### config.mk
export PLATFORM = sky130hd
export DESIGN_NAME = cle_front
export DESIGN_NICKNAME = d
export VERILOG_FILES = /design/src/rtl/cle_pkg.sv /design/src/rtl/cle_front.sv
export SDC_FILE = /design/constraint.sdc
export NUM_CORES = 1
export LEC_CHECK = 0
export ABC_AREA = 0
export BUFFER_PORTS_ARGS = -buffer_cell sky130_fd_sc_hd__buf_2
export CORE_MARGIN = 10
export CORE_UTILIZATION = 44
export DETAILED_ROUTE_END_ITERATION = 12
export MAX_ROUTING_LAYER = met4
export PLACE_DENSITY_LB_ADDON = 0.08
export SETUP_SLACK_MARGIN = 0.05
export SLEW_MARGIN = 30
export SYNTH_ARGS = -nofsm -noshare
export SYNTH_HDL_FRONTEND = slang
export SYNTH_SLANG_ARGS = --single-unit
### constraint.sdc
create_clock -name i_clk -period 7.85 [get_ports i_clk]
set_input_delay 0.3925 -clock i_clk [delete_from_list [all_inputs] [get_ports i_clk]]
set_output_delay 0.3925 -clock i_clk [all_outputs]
set_load 0.005 [all_outputs]
### src/rtl/cle_pkg.sv
// Shared types, command codes and status codes for the cursor list engine.
// No dependencies; every other file but cle_ram refers to this package by scoped names.
`timescale 1ns / 1ps

package cle_pkg;

    // default sizes of the element store
    localparam int DEPTH_DEF      = 256;
    localparam int DATA_WIDTH_DEF = 32;

    // fixed port widths
    localparam int OP_W   = 4;
    localparam int VAL_W  = 32;
    localparam int POS_W  = 8;
    localparam int IDX_W8 = 8;
    localparam int LEN_W  = 9;
    localparam int ST_W   = 3;

    // command codes; anything unlisted is decoded to OP_NOP
    localparam logic [OP_W-1:0] OP_INSERT = 4'd0;
    localparam logic [OP_W-1:0] OP_APPEND = 4'd1;
    localparam logic [OP_W-1:0] OP_ERASE  = 4'd2;
    localparam logic [OP_W-1:0] OP_BEGIN  = 4'd3;
    localparam logic [OP_W-1:0] OP_END    = 4'd4;
    localparam logic [OP_W-1:0] OP_PREV   = 4'd5;
    localparam logic [OP_W-1:0] OP_NEXT   = 4'd6;
    localparam logic [OP_W-1:0] OP_SETPOS = 4'd7;
    localparam logic [OP_W-1:0] OP_FIND   = 4'd8;
    localparam logic [OP_W-1:0] OP_CLEAR  = 4'd9;
    localparam logic [OP_W-1:0] OP_NOP    = 4'd15;

    // result status
    localparam logic [ST_W-1:0] ST_OK       = 3'd0;
    localparam logic [ST_W-1:0] ST_FULL     = 3'd1;
    localparam logic [ST_W-1:0] ST_EMPTY    = 3'd2;
    localparam logic [ST_W-1:0] ST_RANGE    = 3'd3;
    localparam logic [ST_W-1:0] ST_NOTFOUND = 3'd4;

    // classified command word handed from the front to the back end
    typedef struct packed {
        logic [OP_W-1:0]  op;
        logic [POS_W-1:0] pos;
    } t_cmd;

endpackage

### src/rtl/cle_front.sv
// Front end: decodes incoming commands and holds them in a two-word queue.
// Depends on cle_pkg.
`timescale 1ns / 1ps

module cle_front #(
    parameter int DATA_WIDTH = cle_pkg::DATA_WIDTH_DEF
) (
    input  logic                      i_clk,
    input  logic                      i_rst_n,
    input  logic                      i_push,
    input  logic [cle_pkg::OP_W-1:0]  i_command,
    input  logic [cle_pkg::VAL_W-1:0] i_value,
    input  logic [cle_pkg::POS_W-1:0] i_position,
    input  logic                      i_pop,
    output logic                      o_full,
    output logic                      o_cmd_valid,
    output cle_pkg::t_cmd             o_cmd,
    output logic [DATA_WIDTH-1:0]     o_value
);

    cle_pkg::t_cmd         w_cmd;
    logic                  w_push;
    logic                  w_pop;

    cle_pkg::t_cmd         r_q_cmd [2];
    logic [DATA_WIDTH-1:0] r_q_val [2];
    logic                  r_wr_ptr;
    logic                  r_rd_ptr;
    logic [1:0]            r_fill;

    always_comb begin
        w_cmd.pos = i_position;
        unique case (i_command) inside
            cle_pkg::OP_INSERT, cle_pkg::OP_APPEND, cle_pkg::OP_ERASE,
            cle_pkg::OP_BEGIN, cle_pkg::OP_END, cle_pkg::OP_PREV,
            cle_pkg::OP_NEXT, cle_pkg::OP_SETPOS, cle_pkg::OP_FIND,
            cle_pkg::OP_CLEAR: begin
                w_cmd.op = i_command;
            end
            default: begin
                w_cmd.op = cle_pkg::OP_NOP;
            end
        endcase
    end

    assign o_full      = (r_fill == 2'd2);
    assign o_cmd_valid = (r_fill != 2'd0);
    assign w_push      = i_push && !o_full;
    assign w_pop       = i_pop && o_cmd_valid;
    assign o_cmd       = r_q_cmd[r_rd_ptr];
    assign o_value     = r_q_val[r_rd_ptr];

    always_ff @(posedge i_clk) begin
        if (!i_rst_n) begin
            r_wr_ptr <= 1'b0;
            r_rd_ptr <= 1'b0;
            r_fill   <= 2'd0;
        end else begin
            if (w_push) begin
                r_wr_ptr <= !r_wr_ptr;
            end
            if (w_pop) begin
                r_rd_ptr <= !r_rd_ptr;
            end
            if (w_push && !w_pop) begin
                r_fill <= r_fill + 2'd1;
            end else if (w_pop && !w_push) begin
                r_fill <= r_fill - 2'd1;
            end
        end
    end

    // only the low DATA_WIDTH bits of the value word are kept
    always_ff @(posedge i_clk) begin
        if (w_push) begin
            r_q_cmd[r_wr_ptr] <= w_cmd;
            r_q_val[r_wr_ptr] <= DATA_WIDTH'(i_value);
        end
    end

endmodule

==> impl_metrics.ini <==
[final_layout]
n_antenna_cell = 0
nets = 316
drive_above_1_share = 0.5882
fin_cells = 374
multi_input_area_um2 = 661.9
final_util = 0.5533
ff_latch_area_um2 = 2746
nFillCells = 634
synthToLayoutAreaGrowth_pct = 23.03

[timing]
period_share = 0.2616
rsz0062_at_grt = no
period_minus_slack_ps = 2053
clock.fmax_mhz = 487.0
finClkSkew_ps = 9.315
final-setup-viol-count = 0
hold_viol_final = 0
tightest_slew_ps = 624.2
fin_setup_tns_ps = 0
finalMaxSlewViolations = 0
relSlewSlack = 0.5838

[setup_path]
cpMaxStageDelayCell = nor3_4
worst-path-buf-inv = 3
worstPathRequired_ps = 7880
cp_slowest_stage_delay_ps = 450
crit_chain = nand2b_1 > inv_2 > nor3_4 > buf_6 > buf_4
crit_path_start_kind = register
reg2reg_depth = 5
reg2reg_to = r_q_val[0][16]$_DFFE_PP_
cp-end-kind = register
cp_num_cells = 5
r2r_setup_slack_ps = 5800
worstPathMaxFanout = 23
arrival_ps = 2080
worstReg2RegStart = r_fill[0]$_SDFFE_PN0P_
critPathTopFamily = buffers and inverters
crit_type = reg2reg
startpoint = r_fill[0]$_SDFFE_PN0P_

[power_and_ir_drop]
p_int_uw = 936.0
clockPowerShare = 0.249
peakVddDrop_mv = 0.1615
p_leak_uw = 0.001576
power.switching_uw = 338.7
power_density_nw_per_um2 = 301.2
pwr-share-seq = 0.527
swShare = 0.2657
combinationalPowerShare = 0.223

[yosys]
synth_xor_area_frac = 0.007639
synth_top_area_frac = 0.7683
yosys_warnings = 0
syn_inst = 167
yosys.area_share.adder = 0.003638
synth.area.mux_share = 0.1441
yosysTopAreaCell = edfxtp_1
synth_compound_area_frac = 0.01528
synth-seq-cells = 93
synth_top_family_by_area = multiplexers
synthDistinctLibCells = 24
synth_nets = 216
synthTopCellsByArea = edfxtp_1 (77%), mux2_2 (14%), dfxtp_1 (2.9%), buf_4 (0.87%), and2_1 (0.55%)
yosysSeqAreaShare = 0.7974
synth.avg_cell_area_um2 = 20.60
synth_area_um2 = 3440
synth-simple-area-share = 0.01855

[drt]
wl_per_cell_um = 16.59
vias = 1750
via_per_inst = 4.679
first_iter_violations = 47
wl_mm = 6.203
drtAntennaViolNets = 0
drc = 0
first_pass_iters = 4

[floorplanning]
coreArea_um2 = 7647
die_h_um = 108.4
num_rows = 32
io_pins = 94
initial_core_util = 0.4498
die_area_um2 = 11750
die_w_um = 108.4

[min_path]
holdPathStages = 1
hp-class = in2reg
timing.hold.worst_endpoint = r_q_cmd[1][6]$_DFFE_PP_
hp-start = i_position[6]

[clock_network]
cts_tree = done
clk_path_buf_depth = 2
clock_sinks = 93
clk_latency_ps = 350
cts.reportedPaths.clkPinSlew_ps = 100
cts_made_buffers = 9
htreeDepth = 3
cts_root_buffer = clkbuf_8
hold_buffers = 0
post_cts_resized = 0
cts_setup_buffers = 0

[global_routing]
grt_use_met2 = 0.1664
global_route.usage.met1 = 0.1302
grt_pass1_wl_mm = 9.515
grt_start_max_net_pins = 45
antenna_found_initial = 0
grt_pass1_vias = 1921
grt_use_total = 0.1098
overflow = 0
top_usage_layer = met2
met3_usage = 0.03272

[placement]
io_buffers = 93
gp_congestion = 0.6965
dpl.cell_count = 358
dp_hpwl_mm = 4.151

[status]
status = finished, final reports clean

[flow_run]
drv_cap = 0
[worst reg2reg max path, stage by stage (launching register included)]
cell and delay, ps:
dfxtp_1 420, nand2b_1 190, inv_2 70, nor3_4 450
buf_6 260, buf_4 320
[cell families after synthesis]
group / Yosys count
adder cells (fa/ha/maj): 1
multiplexers: 44
buffers and inverters: 8
AO/OA/AOI/OAI: 8
AND/OR/NAND/NOR: 10
flip-flops: 93
XOR/XNOR: 3
[layer usage]
metal	vias to the layer above	share of wire
met1	842	0.43
li1	845	-
met5	-	0
met3	9	0.065
met2	54	0.49
met4	0	0.016
[worst max path at each step]
stage               slack, ps                       end
finish                   5800  r_q_val[0][16]$_DFFE_PP_
global route             5630   r_q_val[0][9]$_DFFE_PP_
CTS                      5740   r_q_val[0][9]$_DFFE_PP_
detailed placement       5760   r_q_val[0][9]$_DFFE_PP_
global placement         5520   r_q_val[0][9]$_DFFE_PP_
floorplan                5090   r_q_cmd[0][0]$_DFFE_PP_
[metrics by stage]
stage	worst slack (ps)	total power, uW	hold slack (ps)	cell area (um2)
3_5_place_dp	5755	979.4	506.0	4028
6_report	5797	1275	222.7	4232
3_3_place_gp	5519	976.0	497.3	4010
2_1_floorplan	5088	848.8	478.5	3440
4_1_cts	5743	1300	203.2	4232
5_1_grt	5631	1348	207.5	4232
[cells in the final DEF, fill, tap and decap left out]
| cell | instances |
|---|---|
| buf_2 | 93 |
| mux2_2 | 44 |
| nor2_1 | 1 |
| buf_4 | 1 |
| and3_4 | 1 |
| clkbuf_8 | 9 |
| dfxtp_1 | 4 |
| clkinvlp_4 | 2 |
| o21ai_1 | 1 |
| dfxtp_4 | 1 |
| inv_1 | 1 |
| xnor2_1 | 2 |
| clkinv_4 | 1 |
| nor3_4 | 1 |
| o21ai_0 | 2 |
| inv_6 | 3 |
| and2_1 | 3 |
| bufinv_16 | 1 |
| or2_2 | 1 |
| inv_2 | 1 |
| xor2_1 | 1 |
| ha_1 | 1 |
| buf_6 | 1 |
| nand2b_1 | 2 |
| o21a_1 | 1 |
| edfxtp_1 | 88 |
| a21o_1 | 2 |
| a21boi_0 | 1 |
| or3_1 | 1 |
| a21boi_1 | 1 |
[state kept, by name (all words and copies together), names as in the netlist, named ones only]
register  cells
r_wr_ptr      1
r_rd_ptr      1
r_fill        2
r_q_cmd      24
r_q_val      64
[cell type report]
type	count	share of cell area
clock buffers	9	0.02927
clock inverters	7	0.01892
inverters	2	0.001774
multi-input cells	66	0.1564
flip-flops and latches	93	0.6490
well taps	102	0.03016
repair buffers	95	0.1144
[Yosys cell counts]
master and count:
edfxtp_1 88, o21ai_0 2, or3_1 1, buf_2 1, xnor2_1 2, and2_1 3, a21boi_0 1, a21o_1 2
mux2_2 44, xor2_1 1, o21a_1 1, and3_1 1, or2_2 1, o21ai_1 1, nor2_1 1, a21boi_1 1
ha_1 1, inv_2 1, buf_4 4, dfxtp_1 5, inv_1 1, clkbuf_1 1, nand2b_1 2, nor3_2 1
[power groups by stage]
| stage | logic, uW | registers (uW) | clock network (uW) |
|---|---|---|---|
| after floorplan | 199 | 650 | 0 |
| after global placement | 291 | 685 | 0 |
| after detailed placement | 293 | 686 | 0 |
| after CTS | 296 | 675 | 329 |
| after global routing | 318 | 683 | 346 |
| final | 284 | 672 | 318 |
No activity file was read; power rests on OpenSTA's default activity.
