<file path="config.mk">
export PLATFORM = sky130hd
export DESIGN_NAME = cle_back
export DESIGN_NICKNAME = d
export VERILOG_FILES = /design/src/rtl/cle_pkg.sv /design/src/rtl/cle_back.sv
export SDC_FILE = /design/constraint.sdc
export NUM_CORES = 1
export LEC_CHECK = 0
export ABC_AREA = 1
export ABC_CLOCK_PERIOD_IN_PS = 10500
export BUFFER_PORTS_ARGS = -buffer_cell sky130_fd_sc_hd__buf_2
export CAP_MARGIN = 5
export CORE_AREA = 2 2 162 164
export DETAILED_ROUTE_END_ITERATION = 10
export DIE_AREA = 0 0 164 166
export MAX_ROUTING_LAYER = met4
export PLACE_DENSITY = 0.67
export SLEW_MARGIN = 20
export SYNTH_ARGS = -nofsm -noshare
export SYNTH_HDL_FRONTEND = slang
export SYNTH_SLANG_ARGS = --single-unit
</file>
<file path="constraint.sdc">
create_clock -name i_clk -period 10.5 [get_ports i_clk]
set_clock_uncertainty 0.15 [all_clocks]
set_input_delay 2.1 -clock i_clk [delete_from_list [all_inputs] [get_ports i_clk]]
set_output_delay 2.1 -clock i_clk [all_outputs]
set_load 0.01 [all_outputs]
</file>
<file path="src/rtl/cle_pkg.sv">
// Shared types, command codes and status codes for the cursor list engine.
// No dependencies; every other file but cle_ram refers to this package by scoped names.
`timescale 1ns / 1ps

package cle_pkg;

    // default sizes of the element store
    localparam int DEPTH_DEF      = 256;
    localparam int DATA_WIDTH_DEF = 32;

    // fixed port widths
    localparam int OP_W   = 4;
    localparam int VAL_W  = 32;
    localparam int POS_W  = 8;
    localparam int IDX_W8 = 8;
    localparam int LEN_W  = 9;
    localparam int ST_W   = 3;

    // command codes; anything unlisted is decoded to OP_NOP
    localparam logic [OP_W-1:0] OP_INSERT = 4'd0;
    localparam logic [OP_W-1:0] OP_APPEND = 4'd1;
    localparam logic [OP_W-1:0] OP_ERASE  = 4'd2;
    localparam logic [OP_W-1:0] OP_BEGIN  = 4'd3;
    localparam logic [OP_W-1:0] OP_END    = 4'd4;
    localparam logic [OP_W-1:0] OP_PREV   = 4'd5;
    localparam logic [OP_W-1:0] OP_NEXT   = 4'd6;
    localparam logic [OP_W-1:0] OP_SETPOS = 4'd7;
    localparam logic [OP_W-1:0] OP_FIND   = 4'd8;
    localparam logic [OP_W-1:0] OP_CLEAR  = 4'd9;
    localparam logic [OP_W-1:0] OP_NOP    = 4'd15;

    // result status
    localparam logic [ST_W-1:0] ST_OK       = 3'd0;
    localparam logic [ST_W-1:0] ST_FULL     = 3'd1;
    localparam logic [ST_W-1:0] ST_EMPTY    = 3'd2;
    localparam logic [ST_W-1:0] ST_RANGE    = 3'd3;
    localparam logic [ST_W-1:0] ST_NOTFOUND = 3'd4;

    // classified command word handed from the front to the back end
    typedef struct packed {
        logic [OP_W-1:0]  op;
        logic [POS_W-1:0] pos;
    } t_cmd;

endpackage

</file>
<file path="src/rtl/cle_back.sv">
// Back end: sequencer that carries out list commands against the element RAM.
// Depends on cle_pkg; drives the ports of a cle_ram instance in the top level.
`timescale 1ns / 1ps

module cle_back #(
    parameter int DEPTH      = cle_pkg::DEPTH_DEF,
    parameter int DATA_WIDTH = cle_pkg::DATA_WIDTH_DEF,
    parameter int IDX_W      = $clog2(DEPTH),
    parameter int CNT_W      = $clog2(DEPTH + 1)
) (
    input  logic                     i_clk,
    input  logic                     i_rst_n,
    input  logic                     i_cmd_valid,
    input  cle_pkg::t_cmd            i_cmd,
    input  logic [DATA_WIDTH-1:0]    i_value,
    output logic                     o_pop,
    // element RAM
    output logic                     o_we,
    output logic [IDX_W-1:0]         o_waddr,
    output logic [DATA_WIDTH-1:0]    o_wdata,
    output logic [IDX_W-1:0]         o_raddr,
    input  logic [DATA_WIDTH-1:0]    i_rdata,
    // result
    output logic                     o_strobe,
    output logic [cle_pkg::ST_W-1:0] o_status,
    output logic [DATA_WIDTH-1:0]    o_removed,
    output logic [IDX_W-1:0]         o_found,
    output logic [IDX_W-1:0]         o_cursor,
    output logic [CNT_W-1:0]         o_count,
    output logic [DATA_WIDTH-1:0]    o_cursor_value
);

    localparam logic [3:0] S_IDLE  = 4'd0;
    localparam logic [3:0] S_EXEC  = 4'd1;
    localparam logic [3:0] S_SHR   = 4'd2;
    localparam logic [3:0] S_INSW  = 4'd3;
    localparam logic [3:0] S_ERCAP = 4'd4;
    localparam logic [3:0] S_SHL   = 4'd5;
    localparam logic [3:0] S_FIND  = 4'd6;
    localparam logic [3:0] S_RDCUR = 4'd7;
    localparam logic [3:0] S_RESP  = 4'd8;

    // control
    logic [3:0]                r_state,  n_state;
    logic [CNT_W-1:0]          r_count,  n_count;
    logic [IDX_W-1:0]          r_cursor, n_cursor;
    logic                      r_more,   n_more;
    logic                      r_wpend,  n_wpend;
    logic                      r_strobe, n_strobe;
    // payload
    logic [cle_pkg::OP_W-1:0]  r_op,     n_op;
    logic [cle_pkg::POS_W-1:0] r_pos,    n_pos;
    logic [DATA_WIDTH-1:0]     r_val,    n_val;
    logic [IDX_W-1:0]          r_ptr,    n_ptr;
    logic [IDX_W-1:0]          r_waddr,  n_waddr;
    logic [cle_pkg::ST_W-1:0]  r_status, n_status;
    logic [DATA_WIDTH-1:0]     r_removed, n_removed;
    logic [IDX_W-1:0]          r_found,  n_found;
    logic [cle_pkg::ST_W-1:0]  r_o_status, n_o_status;
    logic [DATA_WIDTH-1:0]     r_o_removed, n_o_removed;
    logic [IDX_W-1:0]          r_o_found, n_o_found;
    logic [IDX_W-1:0]          r_o_cursor, n_o_cursor;
    logic [CNT_W-1:0]          r_o_count, n_o_count;
    logic [DATA_WIDTH-1:0]     r_o_cval, n_o_cval;

    logic                      w_full;
    logic [IDX_W-1:0]          w_last;
    logic [CNT_W-1:0]          w_cur_inc;

    assign w_full    = (r_count == CNT_W'(DEPTH));
    assign w_last    = IDX_W'(r_count - CNT_W'(1));
    assign w_cur_inc = CNT_W'(r_cursor) + CNT_W'(1);

    always_comb begin
        n_state     = r_state;
        n_count     = r_count;
        n_cursor    = r_cursor;
        n_more      = r_more;
        n_wpend     = r_wpend;
        n_strobe    = 1'b0;
        n_op        = r_op;
        n_pos       = r_pos;
        n_val       = r_val;
        n_ptr       = r_ptr;
        n_waddr     = r_waddr;
        n_status    = r_status;
        n_removed   = r_removed;
        n_found     = r_found;
        n_o_status  = r_o_status;
        n_o_removed = r_o_removed;
        n_o_found   = r_o_found;
        n_o_cursor  = r_o_cursor;
        n_o_count   = r_o_count;
        n_o_cval    = r_o_cval;
        o_pop       = 1'b0;
        o_we        = 1'b0;
        o_waddr     = r_waddr;
        o_wdata     = i_rdata;
        o_raddr     = r_cursor;

        unique case (r_state)
            S_IDLE: begin
                if (i_cmd_valid) begin
                    o_pop     = 1'b1;
                    n_op      = i_cmd.op;
                    n_pos     = i_cmd.pos;
                    n_val     = i_value;
                    n_status  = cle_pkg::ST_OK;
                    n_removed = '0;
                    n_found   = '0;
                    n_state   = S_EXEC;
                end
            end
            S_EXEC: begin
                n_state = S_RDCUR;
                case (r_op)
                    cle_pkg::OP_INSERT: begin
                        if (w_full) begin
                            n_status = cle_pkg::ST_FULL;
                        end else if (r_count == '0) begin
                            n_state = S_INSW;
                        end else begin
                            // move the tail up, starting from the last element
                            n_ptr   = w_last;
                            n_more  = 1'b1;
                            n_wpend = 1'b0;
                            n_state = S_SHR;
                        end
                    end
                    cle_pkg::OP_APPEND: begin
                        if (w_full) begin
                            n_status = cle_pkg::ST_FULL;
                        end else begin
                            o_we    = 1'b1;
                            o_waddr = IDX_W'(r_count);
                            o_wdata = r_val;
                            n_count = r_count + CNT_W'(1);
                        end
                    end
                    cle_pkg::OP_ERASE: begin
                        if (r_count == '0) begin
                            n_status = cle_pkg::ST_EMPTY;
                        end else begin
                            o_raddr = r_cursor;
                            n_state = S_ERCAP;
                        end
                    end
                    cle_pkg::OP_BEGIN: begin
                        n_cursor = '0;
                    end
                    cle_pkg::OP_END: begin
                        n_cursor = (r_count == '0) ? '0 : w_last;
                    end
                    cle_pkg::OP_PREV: begin
                        if (r_cursor != '0) begin
                            n_cursor = r_cursor - IDX_W'(1);
                        end
                    end
                    cle_pkg::OP_NEXT: begin
                        if (r_count != '0 && w_cur_inc < r_count) begin
                            n_cursor = r_cursor + IDX_W'(1);
                        end
                    end
                    cle_pkg::OP_SETPOS: begin
                        if (32'(r_pos) < 32'(r_count)) begin
                            n_cursor = IDX_W'(r_pos);
                        end else begin
                            n_status = cle_pkg::ST_RANGE;
                        end
                    end
                    cle_pkg::OP_FIND: begin
                        n_status = cle_pkg::ST_NOTFOUND;
                        if (r_count != '0) begin
                            n_ptr   = '0;
                            n_more  = 1'b1;
                            n_wpend = 1'b0;
                            n_state = S_FIND;
                        end
                    end
                    cle_pkg::OP_CLEAR: begin
                        n_count  = '0;
                        n_cursor = '0;
                    end
                    default: begin
                    end
                endcase
            end
            S_SHR: begin
                // read at ptr, write the word read last cycle one place higher
                o_we = r_wpend;
                if (r_more) begin
                    o_raddr = r_ptr;
                    n_wpend = 1'b1;
                    n_waddr = r_ptr + IDX_W'(1);
                    if (r_ptr == r_cursor) begin
                        n_more = 1'b0;
                    end else begin
                        n_ptr = r_ptr - IDX_W'(1);
                    end
                end else begin
                    n_wpend = 1'b0;
                    n_state = S_INSW;
                end
            end
            S_INSW: begin
                o_we    = 1'b1;
                o_waddr = r_cursor;
                o_wdata = r_val;
                n_count = r_count + CNT_W'(1);
                n_state = S_RDCUR;
            end
            S_ERCAP: begin
                n_removed = i_rdata;
                if (r_count != CNT_W'(1) && r_cursor == w_last) begin
                    // erased the tail: cursor steps back
                    n_cursor = r_cursor - IDX_W'(1);
                    n_count  = r_count - CNT_W'(1);
                    n_state  = S_RDCUR;
                end else if (w_cur_inc < r_count) begin
                    n_ptr   = r_cursor + IDX_W'(1);
                    n_more  = 1'b1;
                    n_wpend = 1'b0;
                    n_state = S_SHL;
                end else begin
                    n_count = r_count - CNT_W'(1);
                    n_state = S_RDCUR;
                end
            end
            S_SHL: begin
                o_we = r_wpend;
                if (r_more) begin
                    o_raddr = r_ptr;
                    n_wpend = 1'b1;
                    n_waddr = r_ptr - IDX_W'(1);
                    if (r_ptr == w_last) begin
                        n_more = 1'b0;
                    end else begin
                        n_ptr = r_ptr + IDX_W'(1);
                    end
                end else begin
                    n_wpend = 1'b0;
                    n_count = r_count - CNT_W'(1);
                    n_state = S_RDCUR;
                end
            end
            S_FIND: begin
                // r_waddr tags the index whose word is on the read port
                if (r_wpend && i_rdata == r_val) begin
                    n_found  = r_waddr;
                    n_status = cle_pkg::ST_OK;
                    n_wpend  = 1'b0;
                    n_state  = S_RDCUR;
                end else if (r_more) begin
                    o_raddr = r_ptr;
                    n_wpend = 1'b1;
                    n_waddr = r_ptr;
                    if (r_ptr == w_last) begin
                        n_more = 1'b0;
                    end else begin
                        n_ptr = r_ptr + IDX_W'(1);
                    end
                end else begin
                    n_wpend = 1'b0;
                    n_state = S_RDCUR;
                end
            end
            S_RDCUR: begin
                o_raddr = r_cursor;
                n_state = S_RESP;
            end
            S_RESP: begin
                n_strobe    = 1'b1;
                n_o_status  = r_status;
                n_o_removed = r_removed;
                n_o_found   = r_found;
                n_o_cursor  = r_cursor;
                n_o_count   = r_count;
                n_o_cval    = (r_count == '0) ? '0 : i_rdata;
                n_state     = S_IDLE;
            end
            default: begin
                n_state = S_IDLE;
            end
        endcase
    end

    always_ff @(posedge i_clk) begin
        if (!i_rst_n) begin
            r_state  <= S_IDLE;
            r_count  <= '0;
            r_cursor <= '0;
            r_more   <= 1'b0;
            r_wpend  <= 1'b0;
            r_strobe <= 1'b0;
        end else begin
            r_state  <= n_state;
            r_count  <= n_count;
            r_cursor <= n_cursor;
            r_more   <= n_more;
            r_wpend  <= n_wpend;
            r_strobe <= n_strobe;
        end
    end

    always_ff @(posedge i_clk) begin
        r_op        <= n_op;
        r_pos       <= n_pos;
        r_val       <= n_val;
        r_ptr       <= n_ptr;
        r_waddr     <= n_waddr;
        r_status    <= n_status;
        r_removed   <= n_removed;
        r_found     <= n_found;
        r_o_status  <= n_o_status;
        r_o_removed <= n_o_removed;
        r_o_found   <= n_o_found;
        r_o_cursor  <= n_o_cursor;
        r_o_count   <= n_o_count;
        r_o_cval    <= n_o_cval;
    end

    assign o_strobe       = r_strobe;
    assign o_status       = r_o_status;
    assign o_removed      = r_o_removed;
    assign o_found        = r_o_found;
    assign o_cursor       = r_o_cursor;
    assign o_count        = r_o_count;
    assign o_cursor_value = r_o_cval;

endmodule

</file>
==> metrics.yaml <==
vias: 9453
maxCapViolCount: 0
crit_type: "input pin to output port"
synth_flop_cell: "edfxtp_1"
antenna_found_initial: 0
row_count: 59
diodes: 0
startpoint_type: "input pin"
synthSimpleGateAreaFrac_pct: 21.5
initial_core_util_pct: 44.2
peakVddDrop_mv: 0.146
grt-ovfl-total: 0
cts_hold_buf: 0
cp-end-kind: "output port"
hpwl_um: 25300
die_area_sq_um: 27200
grt_pass1_wl_um: 50900
synthMuxAreaShare_pct: 0
synth_top_family_by_area: "simple AND/OR/NAND/NOR gates"
hold_path.class: "register to register"
fillers: 2380
drt-pass1-iter-count: 5
drt-total-wl_um: 33900
cts_buffers: 24
yosys_warnings: 0
required_ns: 8.25
synthTopCellsByArea: "edfxtp_1 52%, nand2_1 9.0%, inv_1 5.3%, nor2_1 5.3%, dfxtp_1 4.2%"
viasPerCell: 5.25
netlist_instances: 1236
grt_pass1_vias: 8741
crit_fanout: 16
slew_headroom_pct: 32.3
met2_length_um: 16100
cp_data_arrival_time_ns: 4.17
pin_count: 222
clock.fmax_ghz: 0.156
ant_nets: 0
clkLatencyLatePin_ns: 0.52
tns_ns: 0
synth_edf_count: 195
cts_root_buffer: "clkbuf_16"
chipWidth_um: 164
detail_route.wl_per_cell_um: 18.8
synth_area_sq_um: 11300
finalHoldViolCount: 0
finalCritPeriodShare_pct: 61.1
seq_area_frac_synth_pct: 55.9
synth.distinct_cells: 46
gp_congestion: 1.00
synthAdderAreaFrac_pct: 2.76
grt_use_total_pct: 25.0
grt_max_degree: 56
avgSynthCellArea_sq_um: 9.17
post_route_cells_drive_above_1_share_pct: 21.8
synth_seq_cells: 219
htree_levels: 1
synthXorXnorAreaFrac_pct: 2.86
synth_nets: 1340
outcome: "finished clean"
cts_setup_buffers: 0
rsz0062_at_grt: "no"
port_buffers: 221
route.detailed.drc: 0
synth_top_area_share_pct: 51.7
area_growth_pct: 19.0
m1WireLength_um: 14200
layout.nets: 1552
ctsResizeCount: 0
top_layer: "met4"
die-height_um: 166
min_period_ns: 6.42
synth_top_cell_by_area: "edfxtp_1"
cts_max_path_buffers: 3
synth_compound_area_share_pct: 8.84
finish.utilization_pct: 52.6
clock_sinks: 219
setup-violations-final: 0
cts_tree: "yes"
drt_iter0_drc: 828
core_region_area_sq_um: 25600
powerDensity_nw_per_um2: 289
worst_pin_slew_ns: 1.01
met3_wirelength_um: 2610
p_leak_nw: 5.96
async_reset_ff_share_pct: 0
clk_pin_slew_worst_paths_ns: 0.06
drv_slew: 0
## layout make-up
| cell class | instances | area (sq um) | share of cell area [%] |
|---|---|---|---|
| multi-input combinational | 795 | 4080 | 30.3 |
| timing repair buffer | 226 | 1140 | 8.48 |
| tap | 335 | 419 | 3.11 |
| clock inverter | 12 | 171 | 1.27 |
| clock buffer | 32 | 631 | 4.68 |
| inverter | 182 | 696 | 5.16 |
| sequential | 219 | 6340 | 47.0 |
## cells in the final DEF (no fill, tap or decap), types with 16 or more instances in the layout
master	Yosys	final
nand2_1	271	271
buf_2	11	221
edfxtp_1	195	195
inv_1	161	160
nor2_1	160	160
o21ai_0	57	57
nand3_1	52	52
a21oi_1	39	39
xor2_1	30	30
ha_1	25	25
clkbuf_16	0	24
dfxtp_1	24	24
nand4_1	22	22
o21ai_1	22	22
nand2_2	19	19
inv_2	15	16
## kinds of logic after synthesis
family	count (synthesis)
adders and majority gates	25
buffers and inverters	222
DFF	219
AOI/OAI and AO/OA	171
and+or+nand+nor	562
xor gates and xnor gates	37
## worst paths after layout
path / start / end / slack (ns) / cells after the start
worst max register to register: r_cursor[5]$_SDFFE_PN0P_ / r_ptr[4]$_DFFE_PP_ / 6.78 / 14
worst min-delay path: r_removed[8]$_SDFFCE_PN0P_ / o_removed[8]$_DFFE_PP_ / 0.27 / 0
worst min register to register: r_removed[8]$_SDFFCE_PN0P_ / o_removed[8]$_DFFE_PP_ / 0.27 / 0
worst max-delay path: i_rdata[19] / o_raddr[1] / 4.08 / 12
## power by group
part           switching (mW)  total [mW]  leakage (nW)  internal [mW]
Combinational            1.13        1.61          3.56          0.479
Sequential              0.186        1.43          2.01           1.24
Clock                   0.334       0.855         0.389          0.521
## cells in the mapped netlist, types with 19 or more instances
library cell,instances
nor2_1,160
dfxtp_1,24
nand2_1,271
o21ai_0,57
o21ai_1,22
ha_1,25
inv_1,161
nand2_2,19
edfxtp_1,195
nand4_1,22
xor2_1,30
a21oi_1,39
nand3_1,52
## stage by stage
stage	setup WS [ns]	hold WS, ns	instance area [sq um]	instances	total power [mW]
final	4.08	0.267	13500	1801	3.89
after global routing	3.71	0.274	13500	1801	4.14
after CTS	4.07	0.265	13500	1801	3.90
after detailed placement	4.07	0.255	12700	1757	3.03
after global placement	4.10	0.250	12700	1757	3.01
after floorplan	2.96	0.250	11300	1236	2.52
## flip-flops by register name (all words and copies together), names as in the netlist, 3 cells and up
signal / cells
o_cursor_value: 32
r_val: 32
r_found: 8
r_ptr: 8
r_pos: 8
o_cursor: 8
r_state: 4
o_status: 3
r_cursor: 8
r_waddr: 8
o_removed: 32
r_status: 3
o_found: 8
r_removed: 32
o_count: 9
r_op: 4
r_count: 9
## worst max-delay path, stage by stage
cell	delay, ns
buf_2	0.10
inv_1	0.06
nand2_1	0.05
nand4_1	0.15
nor3_1	0.16
nand2_1	0.10
nor2_1	0.30
nand3_1	0.33
nand2_1	0.46
nand2_1	0.10
o21ai_0	0.09
buf_2	0.16
## layer usage
metal,vias to the layer above,track usage (%)
li1,4557,-
met1,4426,32.5
met2,402,40.6
met3,68,4.15
met4,0,6.86
met5,-,-
(Power assumes the default switching activity.)
